===== config.mk =====
export PLATFORM = sky130hd
export DESIGN_NAME = nls_mulq
export DESIGN_NICKNAME = d
export VERILOG_FILES = /design/src/rtl/core/nls_pkg.sv /design/src/rtl/core/nls_mulq.sv
export SDC_FILE = /design/constraint.sdc
export NUM_CORES = 2
export LEC_CHECK = 0
export BUFFER_PORTS_ARGS = -buffer_cell sky130_fd_sc_hd__buf_2
export CAP_MARGIN = 40
export CELL_PAD_IN_SITES_DETAIL_PLACEMENT = 1
export CELL_PAD_IN_SITES_GLOBAL_PLACEMENT = 2
export CORE_MARGIN = 2
export CORE_UTILIZATION = 38
export CTS_CLUSTER_SIZE = 24
export DETAILED_ROUTE_END_ITERATION = 10
export PLACE_DENSITY_LB_ADDON = 0.1
export SLEW_MARGIN = 20
export SYNTH_ARGS = -nofsm -noshare
export SYNTH_HDL_FRONTEND = slang
export SYNTH_SLANG_ARGS = --single-unit

===== constraint.sdc =====
create_clock -name i_clk -period 7.49 [get_ports i_clk]
set_clock_uncertainty 0.15 [all_clocks]
set_input_delay 0.749 -clock i_clk [delete_from_list [all_inputs] [get_ports i_clk]]
set_output_delay 0.749 -clock i_clk [all_outputs]
set_load 0.01 [all_outputs]

===== src/rtl/core/nls_pkg.sv =====
// ----------------------------------------------------------------------------
// nls_pkg
// shared constants, codes and the reciprocal table of the log series block
// ----------------------------------------------------------------------------
package nls_pkg;

    localparam int TERMS      = 20;
    localparam int TABLE_MAX  = 32;
    localparam int TERM_LIMIT = (TERMS > TABLE_MAX) ? TABLE_MAX : TERMS;

    localparam int X_W    = 48;
    localparam int MAG_W  = 33;
    localparam int REM_W  = 34;
    localparam int SUM_W  = 38;
    localparam int CNT_W  = 4;
    localparam int IDX_W  = 6;
    localparam int OUT_W  = 21;
    localparam int HALF_W = X_W / 2;
    localparam int ACC_W  = 2 * X_W;
    localparam int FIX_W  = 36;

    localparam logic [MAG_W-1:0] Q_ONE = 33'h1_0000_0000;
    localparam logic [X_W-1:0]   Q_TWO = 48'h2_0000_0000;
    localparam logic [REM_W-1:0] E_Q32 = 34'd11674931554;

    // floor(2^(X_W+32) / E_Q32), about 2^X_W / e, the quotient estimate is at most one low
    localparam logic [X_W+32:0]  E_SCALE = {1'b1, {(X_W + 32){1'b0}}};
    localparam logic [X_W-1:0]   E_RECIP = X_W'(E_SCALE / E_Q32);

    typedef logic [1:0] t_status;
    localparam t_status ST_OK      = 2'd0;
    localparam t_status ST_NAN     = 2'd1;
    localparam t_status ST_NEG_INF = 2'd2;

    localparam logic [OUT_W-1:0] LOG_MIN = 21'h10_0000;
    localparam logic [OUT_W-1:0] LOG_MAX = 21'h0F_FFFF;

    localparam logic [MAG_W-1:0] RECIP_TAB [0:TABLE_MAX] = '{
        33'd0,
        Q_ONE / 1,  Q_ONE / 2,  Q_ONE / 3,  Q_ONE / 4,
        Q_ONE / 5,  Q_ONE / 6,  Q_ONE / 7,  Q_ONE / 8,
        Q_ONE / 9,  Q_ONE / 10, Q_ONE / 11, Q_ONE / 12,
        Q_ONE / 13, Q_ONE / 14, Q_ONE / 15, Q_ONE / 16,
        Q_ONE / 17, Q_ONE / 18, Q_ONE / 19, Q_ONE / 20,
        Q_ONE / 21, Q_ONE / 22, Q_ONE / 23, Q_ONE / 24,
        Q_ONE / 25, Q_ONE / 26, Q_ONE / 27, Q_ONE / 28,
        Q_ONE / 29, Q_ONE / 30, Q_ONE / 31, Q_ONE / 32
    };

endpackage


===== src/rtl/core/nls_mulq.sv =====
// ----------------------------------------------------------------------------
// nls_mulq
// shared q32 magnitude multiplier, truncated high part, registered product
// ----------------------------------------------------------------------------
module nls_mulq (
    input  logic                        i_clk,
    input  logic [nls_pkg::MAG_W-1:0]   i_op_a,
    input  logic [nls_pkg::MAG_W-1:0]   i_op_b,
    output logic [nls_pkg::MAG_W-1:0]   o_prod
);

    logic [63:0]                full;
    logic [nls_pkg::MAG_W-1:0]  n_prod;
    logic [nls_pkg::MAG_W-1:0]  r_prod;

    assign full = 64'(i_op_a[31:0]) * 64'(i_op_b[31:0]);

    always_comb begin
        // an operand of one or more passes the other through
        if (i_op_a[32]) begin
            n_prod = i_op_b;
        end else if (i_op_b[32]) begin
            n_prod = i_op_a;
        end else begin
            n_prod = {1'b0, full[63:32]};
        end
    end

    always_ff @(posedge i_clk) begin
        r_prod <= n_prod;
    end

    assign o_prod = r_prod;

endmodule


==> results.sh <==
export IMPL_status="finished, violations left"
export IMPL_violations="setup timing"
export IMPL_ys_ff_latch=33
export IMPL_routed_wl_mm=122
export IMPL_core_area_mm2=0.0896
export IMPL_synth_area_per_cell_um2=9.04
export IMPL_syn_nets=5009
export IMPL_areaGrowthSynthToFinish_pct=21.2
export IMPL_required_ns=7.52
export IMPL_num_nets_final=5328
export IMPL_min_period_ns=7.71
export IMPL_grt_max_degree=52
export IMPL_grt_pass1_vias=32200
export IMPL_rows=110
export IMPL_layout_drive_gt1_share=0.203
export IMPL_hp_start="i_op_b[8]"
export IMPL_cts_root_buffer="clkbuf_16"
export IMPL_postRouteAntennaNets=0
export IMPL_die_h_um=304
export IMPL_fmax_ghz=0.130
export IMPL_placed_cells=5218
export IMPL_yosys_warnings=0
export IMPL_wire_per_inst_um=23.1
export IMPL_tightest_slew_ns=0.633
export IMPL_synth_top_area_share=0.523
export IMPL_hp_class="in2reg"
export IMPL_setup_viol=18
export IMPL_synthFlopType="dfxtp_1"
export IMPL_grt_antenna_before_repair=9
export IMPL_period_share=1.03
export IMPL_io_pins=100
export IMPL_worst_setup_path_type="in2reg"
export IMPL_dieWidth_um=304
export IMPL_vias=26600
export IMPL_slew_viol_final=0
export IMPL_hpwl_mm=103
export IMPL_clk_pin_slew_worst_paths_ns=0.07
export IMPL_gp_congestion=0.857
export IMPL_stdcell_count=5289
export IMPL_tns_ns=-1.81
export IMPL_critPathLaunch="i_op_b[9]"
export IMPL_cp_end_kind="register"
export IMPL_hold_viol=0
export IMPL_grt_overflow_total=0
export IMPL_fillCellCount=10200
export IMPL_multi_input_area_mm2=0.0309
export IMPL_yosys_area_top_type="fa_1"
export IMPL_pre_cts_slack_ns=-1.26
export IMPL_cts_tree="yes"
export IMPL_grt_usage=0.270
export IMPL_synth_area_top_cells="fa_1 52%, and2_1 11%, inv_1 9.6%, ha_1 9.5%, nand2_1 5.5%"
export IMPL_cp_max_fo=5
export IMPL_syn_cell_area_mm2=0.0342
export IMPL_start_kind="primary input"
export IMPL_cts_hold_buf=0
export IMPL_clock_path_buffers=2
export IMPL_synth_cells=3787
export IMPL_largest_reg_flops=33
export IMPL_drt_iter0_drc=1012
export IMPL_seq_area_um2=661
export IMPL_rsz0062_at_grt="yes"
export IMPL_drc=0
export IMPL_htree_num_levels=2
export IMPL_initial_core_util=0.382
export IMPL_yosysUniqueCellTypes=68
export IMPL_drt_pass1_iterations=5
export IMPL_drt_vias_per_instance=5.03
export IMPL_worstPathArrival_ns=7.74
export IMPL_slew_headroom=0.578
export IMPL_async_flop_share=0
export IMPL_maxCapViolations=0
export IMPL_port_buffers=99
export IMPL_cts_made_buffers=5
export IMPL_cts_sinks=33
export IMPL_synth_seq_area_share=0.0193
export IMPL_grt_pass1_wl_mm=190
export IMPL_die_area_mm2=0.0925
export IMPL_fin_ws_ns=-0.215
export IMPL_synth_edf_count=0
[cell usage in the layout, fill, tap and decap left out, types with 6 or more instances in the layout]
cell type,count
or3_1,6
a21oi_2,17
o211ai_1,21
o21a_1,17
dfxtp_1,33
nand4_1,16
nand3_1,18
ha_4,21
buf_12,42
and3_1,7
buf_16,9
and2_4,38
inv_1,849
fa_1,819
o21bai_1,7
xor2_1,6
inv_2,25
and2_1,553
nand2_2,8
o21ai_0,14
nand2_1,496
nor2_1,32
xnor2_1,11
buf_2,48
nand2b_1,7
nor3_1,9
buf_4,327
a21o_1,12
xnor2_2,8
a211oi_2,7
diode_2,6
a21oi_1,50
ha_1,236
a21oi_4,12
o21ai_1,16
clkbuf_16,7
fa_2,76
buf_8,14
buf_6,83
o21ai_2,15
[per-layer routing]
metal / wire length, um / vias up / global-route usage / share of wire
li1: - / 11700 / - / -
met1: 49700 / 14300 / 0.332 / 0.41
met2: 64500 / 445 / 0.503 / 0.53
met3: 2730 / 180 / 0.0130 / 0.022
met4: 5330 / 2 / 0.0916 / 0.044
met5: 13 / - / 0 / 0.00011
[worst max-delay path: stages]
cell       delay [ns]
buf_6            0.12
bufbuf_16        0.27
nand2_1          0.07
fa_1             0.51
fa_1             0.55
fa_1             0.52
fa_1             0.52
inv_1            0.06
fa_1             0.56
fa_1             0.43
fa_2             0.60
fa_1             0.48
ha_4             0.32
buf_6            0.11
nand4_4          0.09
o22ai_4          0.19
o221ai_2         0.15
o211ai_2         0.30
buf_4            0.18
a2111oi_4        0.04
a221oi_2         0.29
xor2_1           0.22
mux2i_1          0.12
o21ai_2          0.27
[worst paths after layout]
kind,endpoint,cells after the start
setup / recovery,o_prod[16],24
hold / removal,o_prod[8],4
[synthesized netlist by cell type, drive strengths merged (20+ instances only)]
master  count
ha        260
o211ai     26
nand2     505
xnor2      20
dfxtp      33
and2      591
inv       874
nand3      24
a21oi      79
clkbuf    209
o21ai      47
fa        895
nor2       36
[stage by stage]
step / hold slack (ns) / utilization / cell area, um2
2_1_floorplan: 0.718 / - / 34200
3_3_place_gp: 0.996 / 0.430 / 38600
3_5_place_dp: 0.999 / 0.430 / 38600
4_1_cts: 0.765 / 0.451 / 40400
5_1_grt: 0.768 / 0.463 / 41500
6_report: 0.759 / 0.463 / 41500
[kinds of logic (layout without fill, tap and decap cells)]
logic type	count (synthesis)	in the layout	synth area share
AND/OR/NAND/NOR	1229	1229	0.185
adder cells (fa/ha/maj)	1155	1155	0.618
buffers and inverters	1089	1409	0.120
AO/OA/AOI/OAI	247	247	0.0482
flip-flops	33	33	0.0193
XOR/XNOR	26	26	0.00665
multiplexers	8	8	0.00248
other	0	6	0
[area by class of cell]
type / instances / share of cell area
multi-input combinational: 2665 / 0.745
timing repair buffer: 527 / 0.121
inverter: 874 / 0.0790
tap: 1176 / 0.0354
sequential: 33 / 0.0159
clock buffer: 6 / 0.00310
antenna: 6 / 0.000362
clock inverter: 2 / 0.000241
[repair_timing]
item,CTS,global route
gates cloned,6,2
resized for setup,336,234
setup buffers,25,27
setup endpoints to repair,32,32
pin swaps,137,149
Power is left out: the tool's default activity adds up to more than one toggle a clock period on the data nets, which glitch-free logic cannot reach.
