<file path="src/rtl/core/nls_pkg.sv">
// ----------------------------------------------------------------------------
// nls_pkg
// shared constants, codes and the reciprocal table of the log series block
// ----------------------------------------------------------------------------
package nls_pkg;

    localparam int TERMS      = 20;
    localparam int TABLE_MAX  = 32;
    localparam int TERM_LIMIT = (TERMS > TABLE_MAX) ? TABLE_MAX : TERMS;

    localparam int X_W    = 48;
    localparam int MAG_W  = 33;
    localparam int REM_W  = 34;
    localparam int SUM_W  = 38;
    localparam int CNT_W  = 4;
    localparam int IDX_W  = 6;
    localparam int OUT_W  = 21;
    localparam int HALF_W = X_W / 2;
    localparam int ACC_W  = 2 * X_W;
    localparam int FIX_W  = 36;

    localparam logic [MAG_W-1:0] Q_ONE = 33'h1_0000_0000;
    localparam logic [X_W-1:0]   Q_TWO = 48'h2_0000_0000;
    localparam logic [REM_W-1:0] E_Q32 = 34'd11674931554;

    // floor(2^(X_W+32) / E_Q32), about 2^X_W / e, the quotient estimate is at most one low
    localparam logic [X_W+32:0]  E_SCALE = {1'b1, {(X_W + 32){1'b0}}};
    localparam logic [X_W-1:0]   E_RECIP = X_W'(E_SCALE / E_Q32);

    typedef logic [1:0] t_status;
    localparam t_status ST_OK      = 2'd0;
    localparam t_status ST_NAN     = 2'd1;
    localparam t_status ST_NEG_INF = 2'd2;

    localparam logic [OUT_W-1:0] LOG_MIN = 21'h10_0000;
    localparam logic [OUT_W-1:0] LOG_MAX = 21'h0F_FFFF;

    localparam logic [MAG_W-1:0] RECIP_TAB [0:TABLE_MAX] = '{
        33'd0,
        Q_ONE / 1,  Q_ONE / 2,  Q_ONE / 3,  Q_ONE / 4,
        Q_ONE / 5,  Q_ONE / 6,  Q_ONE / 7,  Q_ONE / 8,
        Q_ONE / 9,  Q_ONE / 10, Q_ONE / 11, Q_ONE / 12,
        Q_ONE / 13, Q_ONE / 14, Q_ONE / 15, Q_ONE / 16,
        Q_ONE / 17, Q_ONE / 18, Q_ONE / 19, Q_ONE / 20,
        Q_ONE / 21, Q_ONE / 22, Q_ONE / 23, Q_ONE / 24,
        Q_ONE / 25, Q_ONE / 26, Q_ONE / 27, Q_ONE / 28,
        Q_ONE / 29, Q_ONE / 30, Q_ONE / 31, Q_ONE / 32
    };

endpackage

</file>
<file path="src/rtl/core/nls_div_e.sv">
// ----------------------------------------------------------------------------
// nls_div_e
// division by the constant e through a reciprocal product on one 24x24
// multiplier, then one compare and correct step, one quotient at a time
// ----------------------------------------------------------------------------
module nls_div_e (
    input  logic                        i_clk,
    input  logic                        i_rst_n,
    input  logic                        i_start,
    input  logic [nls_pkg::X_W-1:0]     i_dividend,
    output logic                        o_done,
    output logic [nls_pkg::X_W-1:0]     o_quotient
);

    typedef enum logic [3:0] {
        D_IDLE,
        D_RLO_ALO,
        D_RLO_AHI,
        D_RHI_ALO,
        D_RHI_AHI,
        D_ELO_QLO,
        D_ELO_QHI,
        D_EHI_QLO,
        D_FIX
    } t_dstate;

    t_dstate                        r_state, n_state;
    logic                           r_done, n_done;
    logic [nls_pkg::X_W-1:0]        r_a, n_a;
    logic [nls_pkg::ACC_W-1:0]      r_acc, n_acc;
    logic [nls_pkg::X_W-1:0]        r_quot, n_quot;
    logic [nls_pkg::HALF_W-1:0]     mul_x, mul_y;
    logic [nls_pkg::X_W-1:0]        pp;
    logic [nls_pkg::FIX_W-1:0]      rem;

    assign pp  = nls_pkg::X_W'(mul_x) * nls_pkg::X_W'(mul_y);
    // dividend * 2^32 minus estimate * e, exact in the low bits
    assign rem = {r_a[nls_pkg::FIX_W-33:0], 32'd0} - r_acc[nls_pkg::FIX_W-1:0];

    always_comb begin
        n_state = r_state;
        n_done  = 1'b0;
        n_a     = r_a;
        n_acc   = r_acc;
        n_quot  = r_quot;
        mul_x   = '0;
        mul_y   = '0;
        case (r_state)
            D_IDLE: begin
                if (i_start) begin
                    n_a     = i_dividend;
                    n_acc   = '0;
                    n_state = D_RLO_ALO;
                end
            end
            D_RLO_ALO: begin
                mul_x   = r_a[nls_pkg::HALF_W-1:0];
                mul_y   = nls_pkg::E_RECIP[nls_pkg::HALF_W-1:0];
                n_acc   = r_acc + nls_pkg::ACC_W'(pp);
                n_state = D_RLO_AHI;
            end
            D_RLO_AHI: begin
                mul_x   = r_a[nls_pkg::X_W-1:nls_pkg::HALF_W];
                mul_y   = nls_pkg::E_RECIP[nls_pkg::HALF_W-1:0];
                n_acc   = r_acc + (nls_pkg::ACC_W'(pp) << nls_pkg::HALF_W);
                n_state = D_RHI_ALO;
            end
            D_RHI_ALO: begin
                mul_x   = r_a[nls_pkg::HALF_W-1:0];
                mul_y   = nls_pkg::E_RECIP[nls_pkg::X_W-1:nls_pkg::HALF_W];
                n_acc   = r_acc + (nls_pkg::ACC_W'(pp) << nls_pkg::HALF_W);
                n_state = D_RHI_AHI;
            end
            D_RHI_AHI: begin
                mul_x   = r_a[nls_pkg::X_W-1:nls_pkg::HALF_W];
                mul_y   = nls_pkg::E_RECIP[nls_pkg::X_W-1:nls_pkg::HALF_W];
                n_acc   = r_acc + (nls_pkg::ACC_W'(pp) << nls_pkg::X_W);
                n_state = D_ELO_QLO;
            end
            D_ELO_QLO: begin
                // quotient estimate is the high half of the product
                mul_x   = r_acc[nls_pkg::X_W+nls_pkg::HALF_W-1:nls_pkg::X_W];
                mul_y   = nls_pkg::E_Q32[nls_pkg::HALF_W-1:0];
                n_quot  = r_acc[nls_pkg::ACC_W-1:nls_pkg::X_W];
                n_acc   = nls_pkg::ACC_W'(pp);
                n_state = D_ELO_QHI;
            end
            D_ELO_QHI: begin
                mul_x   = nls_pkg::HALF_W'(r_quot[nls_pkg::FIX_W-1:nls_pkg::HALF_W]);
                mul_y   = nls_pkg::E_Q32[nls_pkg::HALF_W-1:0];
                n_acc   = r_acc + (nls_pkg::ACC_W'(pp) << nls_pkg::HALF_W);
                n_state = D_EHI_QLO;
            end
            D_EHI_QLO: begin
                mul_x   = r_quot[nls_pkg::HALF_W-1:0];
                mul_y   = nls_pkg::HALF_W'(nls_pkg::E_Q32[nls_pkg::REM_W-1:nls_pkg::HALF_W]);
                n_acc   = r_acc + (nls_pkg::ACC_W'(pp) << nls_pkg::HALF_W);
                n_state = D_FIX;
            end
            D_FIX: begin
                if (rem >= nls_pkg::FIX_W'(nls_pkg::E_Q32)) begin
                    n_quot = r_quot + 1'b1;
                end
                n_done  = 1'b1;
                n_state = D_IDLE;
            end
            default: begin
                n_state = D_IDLE;
            end
        endcase
    end

    always_ff @(posedge i_clk) begin
        if (!i_rst_n) begin
            r_state <= D_IDLE;
            r_done  <= 1'b0;
        end else begin
            r_state <= n_state;
            r_done  <= n_done;
        end
        r_a    <= n_a;
        r_acc  <= n_acc;
        r_quot <= n_quot;
    end

    assign o_done     = r_done;
    assign o_quotient = r_quot;

endmodule

</file>
<file path="config.mk">
export PLATFORM = sky130hd
export DESIGN_NAME = nls_div_e
export DESIGN_NICKNAME = d
export VERILOG_FILES = /design/src/rtl/core/nls_pkg.sv /design/src/rtl/core/nls_div_e.sv
export SDC_FILE = /design/constraint.sdc
export NUM_CORES = 2
export LEC_CHECK = 0
export BUFFER_PORTS_ARGS = -buffer_cell sky130_fd_sc_hd__buf_2
export CORE_MARGIN = 2
export CORE_UTILIZATION = 35
export DETAILED_ROUTE_END_ITERATION = 8
export GPL_TIMING_DRIVEN = 1
export PLACE_DENSITY = 0.54
export SLEW_MARGIN = 20
export SYNTH_ARGS = -nofsm -noshare
export SYNTH_HDL_FRONTEND = slang
export SYNTH_SLANG_ARGS = --single-unit
</file>
<file path="constraint.sdc">
create_clock -name i_clk -period 13.8 [get_ports i_clk]
set_clock_uncertainty 0.15 [all_clocks]
set_input_delay 0 -clock i_clk [delete_from_list [all_inputs] [get_ports i_clk]]
set_output_delay 0 -clock i_clk [all_outputs]
set_load 0.02 [all_outputs]
</file>
==> results.py <==
metrics = {
    "floorplanning": {
        "die_area_um2": 106000,
        "initial_core_util_pct": 35.1,
        "fp.coreArea_um2": 103000,
        "die_x_um": 326,
        "die_h_um": 326,
        "num_rows": 118,
        "ios": 100,
    },
    "routing": {
        "ant_nets": 0,
        "routedWlPerCell_um": 24.8,
        "wirelength_um": 142000,
        "drcViolationCount": 0,
        "via_per_inst": 5.54,
        "num_vias": 31600,
        "dr.first_iter.drc_count": 2821,
        "dr.pass1.iters": 6,
    },
    "place": {
        "globalplace.congestion": 0.971,
        "place_hpwl_um": 119000,
        "io_buffers": 99,
    },
    "timing": {
        "worst_pin_slew_ns": 1.16,
        "min_period_over_period_pct": 96.0,
        "rsz0062_at_grt": "no",
        "finalHoldViolCount": 0,
        "setup-violations-final": 0,
        "tns_ns": 0,
        "max_freq_mhz": 75.5,
        "drv_slew": 0,
        "period_minus_slack_ns": 13.24,
        "relSlewSlack_pct": 21.9,
    },
    "yosys": {
        "synth_nets": 5009,
        "muxShareOfSynthArea_pct": 0.279,
        "netlist_top_cells_count": "724 x inv_1, 485 x fa_1, 349 x nor2_1",
        "synthAdderAreaFrac_pct": 38.0,
        "synth_top_family_by_area": "adder cells",
        "ys_async_sr_fraction_pct": 0,
        "synth-edff-count": 192,
        "synth_warnings": 0,
        "ys_ff_latch": 197,
        "avgSynthCellArea_um2": 8.74,
        "netlist_area_um2": 36300,
        "synthTopCellsByArea": "fa_1 27%, edfxtp_1 16%, ha_1 11%, inv_1 7.5%, a21oi_1 3.6%",
        "yosys.area_share.simple_pct": 14.6,
        "synth-compound-area-share_pct": 15.9,
        "synth_top_area_share_pct": 26.8,
        "synth-xor-area-share_pct": 6.28,
        "syn_inst": 4148,
        "synth_top_flop_cell": "edfxtp_1",
        "synth-seq-area-share_pct": 16.2,
        "post-synth-top-count-cell": "inv_1",
        "synth_area_leader_cell": "fa_1",
        "ys_types": 90,
    },
    "final_layout": {
        "syn_to_final_growth_pct": 10.9,
        "fin_nets": 5174,
        "drive_gt1_share_pct": 7.10,
    },
    "critical_path": {
        "startpoint_type": "flop",
        "crit_path_top_delay_cell": "dfxtp_1",
        "end_kind": "flop",
        "crit_top_cell": "fa_1",
        "critPathKind": "reg -> reg",
        "slowest_delay_ns": 0.60,
        "required_ns": 13.93,
        "critical_path_arrival_ns": 13.38,
        "cp_max_fo": 15,
    },
    "clock_tree": {
        "h-tree-depth": 4,
        "cts_tree": "done",
        "clk_latency_ns": 0.53,
        "clockBufferDepth": 2,
        "root_buffer": "clkbuf_16",
        "clk_pin_slew_ns": 0.10,
        "cts_inserted_buffers": 17,
        "cts_sinks": 197,
    },
    "global_routing": {
        "grt_usage_pct": 26.6,
        "grt_pass1_vias": 31300,
        "antenna_found_initial": 4,
        "grt_pass1_wl_um": 209000,
        "grt_max_degree": 83,
        "gr-total-overflow": 0,
    },
    "run_status": {
        "status": "finished clean",
    },
    "job": {
        "cap_violations": 0,
    },
    "worst_hold_path": {
        "hold_class": "in -> reg",
    },
}
==> registers in the layout, summed over array words and instances (netlist names) <==
| signal | count |
|---|---|
| o_quotient | 48 |
| o_done | 1 |
| r_acc | 96 |
| r_a | 48 |
| r_state | 4 |
==> area by class of cell <==
type / count / area, um2
clock buffers: 17 / 425
well taps: 1380 / 1730
multi-input cells: 3107 / 27400
repair buffers: 266 / 1880
clock inverters: 15 / 180
diodes: 1 / 2.50
fillers: 10600 / 63000
inverters: 724 / 2720
flip-flops and latches: 197 / 5870
==> per-layer routing <==
layer	wire length (um)	track usage, %	share of wire [%]
met2	62600	41.1	44
met3	10200	5.03	7.2
met5	37	0	0.026
met4	6840	11.5	4.8
met1	61800	36.5	44
==> critical path, delay by kind of cell, from the launching register on <==
kind                       cells  cell delay [ns]
adders and majority gates      9             4.02
AOI/OAI and AO/OA             17             3.84
and+or+nand+nor               10             2.59
buffers and inverters          8             1.35
DFF                            1             0.60
xor gates and xnor gates       2             0.42
==> logic make-up (layout without fill, tap and decap cells) <==
group	after synthesis	count (layout)
mux	10	10
flops	197	197
other cells	0	1
xor+xnor	260	260
buf+inv	844	1022
simple gates	1132	1132
compound gates	895	895
fa+ha+maj	810	810
==> layout by cell type (no fill, tap or decap), drive strengths merged, types with 46 or more instances in the layout <==
cell,count
a21o,121
a21oi,264
a22oi,51
and3,57
buf,214
dlygate4sd3,52
edfxtp,192
fa,485
ha,325
inv,729
nand2,327
nand2b,46
nand3,80
nand4,61
nor2,350
nor3,61
o21ai,185
xnor2,137
xor2,123
==> through the flow <==
stage	area (um2)	hold WS [ns]	worst slack (ns)	utilization, %	instances
2_1_floorplan	36300	-0.0511	2.06	-	4148
3_3_place_gp	39000	0.0269	0.190	37.7	5620
3_5_place_dp	39000	0.0289	0.114	37.7	5620
4_1_cts	40100	0.000596	0.0492	38.8	5704
5_1_grt	40200	0.0168	0.0106	39.0	5706
6_report	40200	0.0261	0.558	39.0	5707
==> worst paths after layout <==
check | slack [ns] | end | cells past startpoint | start
worst max-delay path | 0.56 | r_acc[71] | 46 | r_state[2]
worst max register to register | 0.56 | r_acc[71] | 46 | r_state[2]
worst min-delay path | 0.03 | r_a[1] | 2 | i_dividend[1]
worst min register to register | 0.52 | r_state[0] | 1 | r_state[0]
==> repair_timing <==
item | CTS | global route
resized for setup | 0 | 18
endpoints found under the hold margin | 53 | 0
setup buffers | 0 | 2
endpoints found under the setup margin | 0 | 47
hold buffers | 52 | 0
Power is left out: the tool's default activity adds up to more than one toggle a clock period on the data nets, which glitch-free logic cannot reach.
